## config.mk

```make
export PLATFORM = sky130hd
export DESIGN_NAME = sorted_priority_queue
export DESIGN_NICKNAME = d
export VERILOG_FILES = /design/src/hdl/spq_pkg.sv /design/src/hdl/spq_cell.sv /design/src/hdl/sorted_priority_queue.sv
export SDC_FILE = /design/constraint.sdc
export NUM_CORES = 2
export LEC_CHECK = 0
export BUFFER_PORTS_ARGS = -buffer_cell sky130_fd_sc_hd__clkbuf_2
export CORE_UTILIZATION = 55
export CTS_CLUSTER_DIAMETER = 30
export DETAILED_ROUTE_END_ITERATION = 10
export PLACE_DENSITY = 0.82
export SYNTH_ARGS = -nofsm -noshare
export SYNTH_HDL_FRONTEND = slang
export SYNTH_SLANG_ARGS = --single-unit
```

## constraint.sdc

```tcl
create_clock -name clk -period 5.6 [get_ports clk]
set_input_delay 0.56 -clock clk [delete_from_list [all_inputs] [get_ports clk]]
set_output_delay 0.56 -clock clk [all_outputs]
set_load 0.005 [all_outputs]
```

## src/hdl/spq_pkg.sv

```systemverilog
// Shared types and constants for the sorted priority queue.
// No dependencies; used by spq_cell and sorted_priority_queue.
`default_nettype none

package spq_pkg;

  localparam int DEPTH_DEFAULT = 16;
  localparam int VALUE_W       = 32;
  localparam int STATUS_W      = 2;
  localparam int OCC_W         = 5;

  typedef enum logic [0:0] {
    OP_ENQ = 1'b0,
    OP_DEQ = 1'b1
  } op_t;

  typedef enum logic [STATUS_W-1:0] {
    ST_OK    = 2'd0,
    ST_EMPTY = 2'd1,
    ST_FULL  = 2'd2
  } status_t;

  // Command broadcast to every cell of the row.
  typedef struct packed {
    logic                      enq;
    logic                      deq;
    logic signed [VALUE_W-1:0] value;
  } cmd_t;

  // What a cell shows its neighbors.
  typedef struct packed {
    logic                      occ;   // slot holds an entry
    logic                      gt;    // slot empty or entry > incoming value
    logic signed [VALUE_W-1:0] value;
  } link_t;

endpackage

`default_nettype wire

```

## src/hdl/spq_cell.sv

```systemverilog
// One slot of the sorted row: holds an entry, compares it with the
// incoming value, and takes from its left or right neighbor. Uses spq_pkg.
`default_nettype none

module spq_cell (
  input  wire logic           clk,
  input  wire logic           rst,
  input  wire spq_pkg::cmd_t  cmd,
  input  wire spq_pkg::link_t left,
  input  wire spq_pkg::link_t right,
  output spq_pkg::link_t      own
);

  logic                               occ;
  logic                               occ_next;
  logic signed [spq_pkg::VALUE_W-1:0] val;
  logic signed [spq_pkg::VALUE_W-1:0] val_next;

  assign own.occ   = occ;
  assign own.value = val;
  assign own.gt    = !occ || (val > cmd.value);

  always_comb begin
    val_next = val;
    occ_next = occ;
    if (cmd.enq) begin
      if (own.gt && !left.gt) begin
        // insertion point: first slot beyond every entry <= value
        val_next = cmd.value;
        occ_next = 1'b1;
      end else if (own.gt && left.gt) begin
        val_next = left.value;
        occ_next = left.occ;
      end
    end else if (cmd.deq) begin
      val_next = right.value;
      occ_next = right.occ;
    end
  end

  always_ff @(posedge clk) begin
    val <= val_next;
    if (rst) begin
      occ <= 1'b0;
    end else begin
      occ <= occ_next;
    end
  end

endmodule

`default_nettype wire

```

## src/hdl/sorted_priority_queue.sv

```systemverilog
// Top level of the sorted priority queue: a row of spq_cell slots,
// the entry counter and the result register. Depends on spq_pkg, spq_cell.
`default_nettype none

// Bounded min-priority queue kept as a row of DEPTH cells in ascending
// order. Every cell compares its entry with the incoming value in the same
// cycle, so each command updates the whole row at once: one command per
// cycle, sustained, limited only by the one-deep result register (a new
// transaction is taken whenever that register is empty or being read).
// Enqueue (tuser = 0) puts the value after every entry <= it, so equal
// values leave in arrival order; dequeue (tuser = 1) returns the head.
// Each command yields exactly one result transaction in the cycle after it is
// accepted: status ok / empty (dequeue on empty queue) / full (enqueue
// dropped), the removed value (zero unless a dequeue succeeded) and the
// occupancy after the command (low 5 bits of the count).
module sorted_priority_queue #(
  parameter int DEPTH = spq_pkg::DEPTH_DEFAULT
) (
  input  wire logic        clk,
  input  wire logic        rst,
  input  wire logic        s_tvalid,
  output logic             s_tready,
  input  wire logic [31:0] s_tdata,   // [31:0] value
  input  wire logic [0:0]  s_tuser,   // [0] opcode
  output logic             m_tvalid,
  input  wire logic        m_tready,
  output logic [39:0]      m_tdata,   // [31:0] removed_value, [36:32] occupancy
  output logic [1:0]       m_tuser    // [1:0] status
);

  localparam int CW = $clog2(DEPTH + 1);

  spq_pkg::cmd_t  cmd;
  spq_pkg::link_t links [DEPTH];
  spq_pkg::link_t edge_left;
  spq_pkg::link_t edge_right;

  logic                 accept;
  logic                 is_enq;
  logic                 full;
  logic                 empty;
  logic [CW-1:0]        count;
  logic [CW-1:0]        count_next;

  logic                               res_valid;
  spq_pkg::status_t                   res_status;
  spq_pkg::status_t                   res_status_next;
  logic signed [spq_pkg::VALUE_W-1:0] res_value;
  logic signed [spq_pkg::VALUE_W-1:0] res_value_next;
  logic [spq_pkg::OCC_W-1:0]          res_occ;

  // Output register parts the two sides; take input while it drains.
  assign s_tready = !res_valid || m_tready;
  assign accept   = s_tvalid && s_tready;
  assign is_enq   = (s_tuser[0] == spq_pkg::OP_ENQ);

  // Occupancy is a thermometer across the cells.
  assign full  = links[DEPTH-1].occ;
  assign empty = !links[0].occ;

  assign cmd.enq   = accept && is_enq && !full;
  assign cmd.deq   = accept && !is_enq && !empty;
  assign cmd.value = s_tdata;

  // Ends of the row: left of the head counts as "<= value", right of the
  // tail is an empty slot.
  assign edge_left.occ    = 1'b1;
  assign edge_left.gt     = 1'b0;
  assign edge_left.value  = '0;
  assign edge_right.occ   = 1'b0;
  assign edge_right.gt    = 1'b1;
  assign edge_right.value = '0;

  for (genvar i = 0; i < DEPTH; i++) begin : g_cell
    spq_cell u_cell (
      .clk   (clk),
      .rst   (rst),
      .cmd   (cmd),
      .left  ((i == 0) ? edge_left : links[(i == 0) ? 0 : i - 1]),
      .right ((i == DEPTH - 1) ? edge_right : links[(i == DEPTH - 1) ? i : i + 1]),
      .own   (links[i])
    );
  end

  always_comb begin
    count_next      = count;
    res_status_next = spq_pkg::ST_OK;
    res_value_next  = '0;
    if (is_enq) begin
      if (full) begin
        res_status_next = spq_pkg::ST_FULL;
      end else begin
        count_next = count + CW'(1);
      end
    end else begin
      if (empty) begin
        res_status_next = spq_pkg::ST_EMPTY;
      end else begin
        count_next     = count - CW'(1);
        res_value_next = links[0].value;
      end
    end
  end

  always_ff @(posedge clk) begin
    if (rst) begin
      count     <= '0;
      res_valid <= 1'b0;
    end else begin
      if (accept) begin
        count     <= count_next;
        res_valid <= 1'b1;
      end else if (m_tready) begin
        res_valid <= 1'b0;
      end
    end
  end

  // Result payload: no reset needed.
  always_ff @(posedge clk) begin
    if (accept) begin
      res_status <= res_status_next;
      res_value  <= res_value_next;
      res_occ    <= spq_pkg::OCC_W'(count_next);
    end
  end

  assign m_tvalid = res_valid;
  assign m_tuser  = res_status;
  assign m_tdata  = {3'b000, res_occ, res_value};

endmodule

`default_nettype wire
```

Yosys cells after proc, flatten, opt, wreduce, memory -nomap -nowiden
Cells that the tools add are included.
{"block": "op_classes", "add_sub_neg": 2, "n_lt_le_gt_ge": 16, "n_eq_ne": 16, "n_mux": 134, "bitwise": 1, "reduce_logical": 103}
{"op": "$mux W32", "count": 63}
{"op": "$gt A32 B32 Y1", "count": 16}
{"op": "$mux W1", "count": 66}
{"op": "$ne A3 B1 Y1 const B", "count": 15}
{"op": "$logic_and A1 B1 Y1", "count": 35}
{"op": "$reduce_and A2 Y1", "count": 17}
{"op": "$logic_not A1 Y1", "count": 32}
{"op": "$logic_or A1 B1 Y1", "count": 17}
{"op": "$mux W5", "count": 3}
{"op": "$add A5 B1 Y5 const B", "count": 1}
{"op": "$sub A5 B1 Y5 const B", "count": 1}
{"op": "$mux W2", "count": 2}
{"op": "$reduce_bool A2 Y1", "count": 2}
{"op": "$ne A2 B1 Y1 const B", "count": 1}
{"op": "$not A1 Y1", "count": 1}
{"block": "word_totals", "regBits": 573, "wordCells": 309}

Depth between registers and ports, before layout
{"block": "logic_depth", "depth_word": 7, "mapped_depth": 13, "ltp_nobuf": 11}

Cells and area by module
A second synthesis with hierarchy kept.
{"block": "unflattened", "hier_cells": 3840, "hier_area_um2": 43892.1}
{"mod": "spq_cell", "instances": 16, "cells_per_inst": 231, "area_each_um2": 2625.0}
{"mod": "sorted_priority_queue", "instances": 1, "cells_per_inst": 144, "area_each_um2": 1891.8}

Worst setup path before layout
No wires, ideal clock.
{"block": "synth_timing", "path_type": "input to register", "start": "input port s_tdata[31]", "end": "register g_cell[5].u_cell.val[0] (netlist name), enable pin", "setup_time_ps": 433, "arrival_time_ps": 4246, "required_time_ps": 5167, "setup_slack_ps": 921, "cell_stages": 10, "n_path_buf": 1, "path_cell_list": "inv_1 ha_1 nand4_1 or4_4 o22ai_1 nor3_1 a211oi_1 o31ai_1 buf_2 a21oi_1"}
{"block": "synth_via", "elab_chain_len": 6}
{"element": "start, declared", "line": "sorted_priority_queue.sv:23", "source": "input wire logic [31:0] s_tdata,"}
{"element": "$gt A32 B32 Y1", "line": "spq_cell.sv:21", "source": "assign own.gt = !occ || (val > cmd.value);"}
{"element": "$logic_or A1 B1 Y1", "line": "spq_cell.sv:21"}
{"element": "$logic_not A1 Y1", "line": "spq_cell.sv:27", "source": "if (own.gt && !left.gt) begin"}
{"element": "$logic_and A1 B1 Y1", "line": "spq_cell.sv:27"}
{"element": "$ne A3 B1 Y1 (no source line) *"}
{"element": "$reduce_and A2 Y1 (no source line) *"}
{"element": "end signal, assigned", "line": "spq_cell.sv:42", "source": "val <= val_next;"}
{"element": "end, declared", "line": "spq_cell.sv:16", "source": "logic signed [spq_pkg::VALUE_W-1:0] val;"}
Every way passes the cells marked *; elsewhere a longest branch is shown, timed or not.
A chain may end at the register's enable or synchronous reset.

Worst setup path in the final report
{"block": "layout_timing", "start": "input port s_tdata[5]", "end": "register g_cell[8].u_cell.val[11] (netlist name) (data pin)"}
{"block": "layout_via", "elab_chain_len": 6}
{"element": "$gt A32 B32 Y1", "line": "spq_cell.sv:21"}
{"element": "$logic_or A1 B1 Y1", "line": "spq_cell.sv:21"}
{"element": "$logic_not A1 Y1", "line": "spq_cell.sv:27"}
{"element": "$logic_and A1 B1 Y1 *", "line": "spq_cell.sv:27"}
{"element": "$mux W32 *", "line": "spq_cell.sv:27"}
{"element": "$mux W32 *", "line": "spq_cell.sv:26", "source": "if (cmd.enq) begin"}
{"element": "named net g_cell[8].u_cell.val_next (one bit)", "line": "spq_cell.sv:17", "source": "logic signed [spq_pkg::VALUE_W-1:0] val_next;"}
{"element": "end signal, assigned", "line": "spq_cell.sv:42"}
{"element": "end, declared", "line": "spq_cell.sv:16"}
The timed path passes the listed nets; every way through them passes the cells marked *.

==> summary.md <==
| Metric | Value |
|---|---|
| TritonCTS clock tree | built |
| TritonCTS Buffers | roughly 140 |
| Detail Placement HPWL | around 97 mm |
| # hold bufs at CTS | 0 |
| Clk sinks | about 570 |
| RSZ-0062 raised after global routing | no |
| CP Capture Type | flip-flop |
| CP peak stage delay | around 0.85 ns |
| Hold wc startpoint | s_tvalid |
| Post-layout min period | about 4.3 ns |
| Mux share of post-synthesis cell area | about 2.4% |
| Ys Warns | 0 |
| Wire per inst | roughly 26 um |
| Remaining antenna violation count | 0 |
| Post-synth EDFFs | 551 |
| Synth cell count leaders | nand2_1 (630), nand3_1 (567), edfxtp_1 (551) |
| Synth-to-Final Area Change | 15.47% |
| Net switching power | between 4 and 5 mW |
| Buffers on Ports | a little under 80 |
| Crit Path Category | in -> reg |
| Worst hold path type | in -> reg |
| Gate Count Post-Synth | 4136 |
| Slowest cell on the critical path | a2111oi_0 |
| Post-synthesis xor/xnor area fraction | less than 1% |
| Crit path max-delay family | compound AO/OA/AOI/OAI gates |
| Async set-or-reset flop fraction in the synthesized netlist | 0% |
| TritonRoute pass-1 iters | 8 |
| Post-Syn Area | ~0.04 mm2 |
| CTS Root Cell | clkbuf_16 |
| Initial Utilization | between 50 and 60% |
| Detailed Route Iter0 Violations | 6394 |
| Sequential element share of the synthesized area | around 43% |
| Synth Area in Simple Gates | between 10% and 20% |
| Synth Area in Compound Gates | between 10% and 20% |
| Critical-path maximum fanout | 47 |
| Count leader, synth | nand2_1 |
| Critical path arrival | between 4 and 5 ns |
| Core area | 0.07161 mm2 |
| Drt via density | between 6 and 7 |
| Vias in the first global route | ~35000 |
| Worst-Skew Late Latency | roughly 0.7 ns |
| Synth area leaders | edfxtp_1 (41%), ha_1 (16%), nand3_1 (7.1%) |
| Mean Syn Cell Area | between 9 and 10 um2 |
| Top Ports | between 80 and 90 |
| Critical path launch point | s_tdata[5] |
| Pwr dens | 345.5 mW/mm2 |
| CP Cell Sequence | clkbuf_2 > inv_1 > ha_1 > nand4_1 > a211oi_1 > a2111oi_0 > o211ai_1 > a211o_1 > and3_2 > buf_4 > o211ai_1 > nand3_1 |
| Post-Synth Adder-Cell Area | between 10% and 20% |
| Net Sw Frac | between 20% and 30% |
| Largest family of logic cells by synthesized area | simple AND/OR/NAND/NOR gates |
| DIE HEIGHT | about 270 um |
| Static Leak | between 15 and 20 nW |
| Met3 WL | about 21 mm |
| Post-Route Utilization | around 64% |
| Register bit count reported by yosys | between 500 and 600 |
| Buffers and inverters on the worst path | 3 |
| DRC | 0 |
| Highest clock rate | about 230 MHz |
| Worst rel slew slack | 18.12% |
| Rows | slightly below 100 |
| Max Slew Vio Count | 0 |
| H-tree levels | 4 |
| Total setup buffers inserted after CTS | 0 |
| Total number of vias | ~37000 |
| GRT Residual Overflow | 0 |
| Post-synth top area cell | edfxtp_1 |
| CP dominant cell by count | o211ai_1 |
| Status | finished clean |
| CTS Buffer Depth | 3 |
| First-pass GRT wire length | 207.3 mm |
| Clk slew on worst S/H paths | about 0.04 ns |
| Final GP Congestion | between 1 and 1.5 |
| Main synth FF type | edfxtp_1 |
| Max-cap violations | 0 |
| Largest net degree at the start of global routing | approximately 190 |
| Post-cts sizing count | 0 |
| P_int | roughly 11 mW |
| GR Util All Layers | between 30% and 40% |
| Period utilization | around three quarters |
| Final hold violation count | 0 |
| CP required | 6.04 ns |
| DR WL met2 | about 57 mm |
| Antenna violations before repair | 4 |
| Layout Nets | between 4000 and 5000 |
| Total negative setup slack | 0 ns |
| Worst R2R Start | g_cell[7].u_cell.val[1]$_DFFE_PP_ |
| Distinct cell type count after synthesis | between 60 and 70 |
| Share of cells above drive strength 1 | approximately 10% |
| Post-detailed-routing wire length | about 140 mm |
| Peak VDD IR | around 0.28 mV |
| Die footprint | 0.07366 mm2 |
| Worst Max-Slew Pin Slew | between 1 and 1.5 ns |
| Synth top area share | slightly above 40% |
| Comb power frac | 16.1% |
| Sequential Power Share | between 30% and 40% |
| Setup violations, final | 0 |
| Die width | between 200 and 300 um |
| Met1 WL | about 52 mm |
| Type of origin of the critical path | primary input |
| Layout Skew | roughly 0.023 ns |
| Clock share of power | 49.2% |
| Top routing layer used | met4 |
-- cell type report --
type,count,area [um2]
timing repair buffer,179,1314
multi-input combinational,3221,21760
antenna,4,10.01
clock inverter,79,790.8
sequential,573,16990
clock buffer,173,3741
inverter,80,300.3
fill,5358,25520
tap,950,1189
-- path summary, 6_finish.rpt --
path / to / slack, ns / cells after the start
setup / recovery: g_cell[8].u_cell.val[11]$_DFFE_PP_ / 1.32 / 12
hold / removal: m_tvalid$_SDFFE_PP0P_ / 0.09 / 3
setup reg to reg: g_cell[8].u_cell.val[11]$_DFFE_PP_ / 1.50 / 11
hold reg to reg: count[3]$_SDFFE_PP0P_ / 0.52 / 2
-- tightest hold or removal path: stages --
cell and delay [ns]:
clkbuf_2 0.09, inv_1 0.05, a21oi_1 0.05
-- state kept, by name (all words and copies together) (netlist names) --
name,cells
g_cell.u_cell.occ,16
count,5
res_value,32
m_tvalid,1
g_cell.u_cell.val,512
m_tuser,2
res_occ,5
-- placed cells by master, fill, tap and decap left out, types with 7 or more instances in the layout --
cell | Yosys | final
a2111oi_0 | 7 | 7
a211o_1 | 10 | 10
a211oi_1 | 20 | 20
a21o_1 | 70 | 70
a21oi_1 | 274 | 260
a21oi_4 | 0 | 15
a221o_1 | 36 | 36
a221oi_1 | 8 | 8
a311oi_1 | 12 | 12
a31oi_1 | 7 | 7
and3_1 | 42 | 39
and4_1 | 7 | 7
buf_12 | 3 | 13
buf_4 | 6 | 89
bufinv_16 | 0 | 13
clkbuf_1 | 186 | 25
clkbuf_16 | 0 | 143
clkbuf_2 | 0 | 77
clkinv_1 | 0 | 18
clkinv_2 | 0 | 28
clkinvlp_4 | 0 | 7
dfxtp_1 | 22 | 22
edfxtp_1 | 551 | 551
ha_1 | 514 | 514
inv_1 | 79 | 78
mux2i_1 | 97 | 97
nand2_1 | 630 | 629
nand3_1 | 567 | 564
nand3b_1 | 9 | 9
nand4_1 | 108 | 108
nor2_1 | 195 | 192
nor2b_1 | 25 | 25
nor3_1 | 31 | 30
nor4_1 | 16 | 16
o211a_1 | 8 | 8
o211ai_1 | 377 | 377
o21ai_0 | 74 | 74
o221ai_1 | 7 | 7
-- per-stage QoR --
step	total power, mW	setup slack, ns	instance area [um2]	std cells	hold WS (ns)
floorplan	7.089	0.9205	39920	4138	0.4705
global placement	7.900	0.8751	41550	5003	0.4830
detailed placement	7.996	0.8461	41550	5003	0.4985
CTS	15.79	1.561	46080	5255	0.07713
global route	16.34	1.222	46090	5258	0.1039
finish	15.92	1.315	46090	5259	0.09478
-- layer usage --
layer  track usage [%]  vias up
met2             51.73     3012
met4             19.57        0
met1             49.81    17229
met3             11.35      441
li1                  -    16075
met5                 0        -
-- power by group through the flow --
stage / logic (mW) / registers, mW / clock network [mW]
after global routing: 2.77 / 5.55 / 8.03
final: 2.56 / 5.53 / 7.83
after CTS: 2.47 / 5.50 / 7.82
after detailed placement: 2.43 / 5.57 / 0
after global placement: 2.34 / 5.56 / 0
after floorplan: 1.67 / 5.42 / 0
-- logic make-up (layout without fill, tap and decap cells) --
group                    Yosys count  in the layout
buffers and inverters            344            511
adder cells (fa/ha/maj)          514            514
XOR/XNOR                           7              7
AND/OR/NAND/NOR                 1651           1651
flip-flops                       573            573
multiplexers                      97             97
other                              1              7
AO/OA/AOI/OAI                    949            949
No activity file was read; power rests on OpenSTA's default activity.
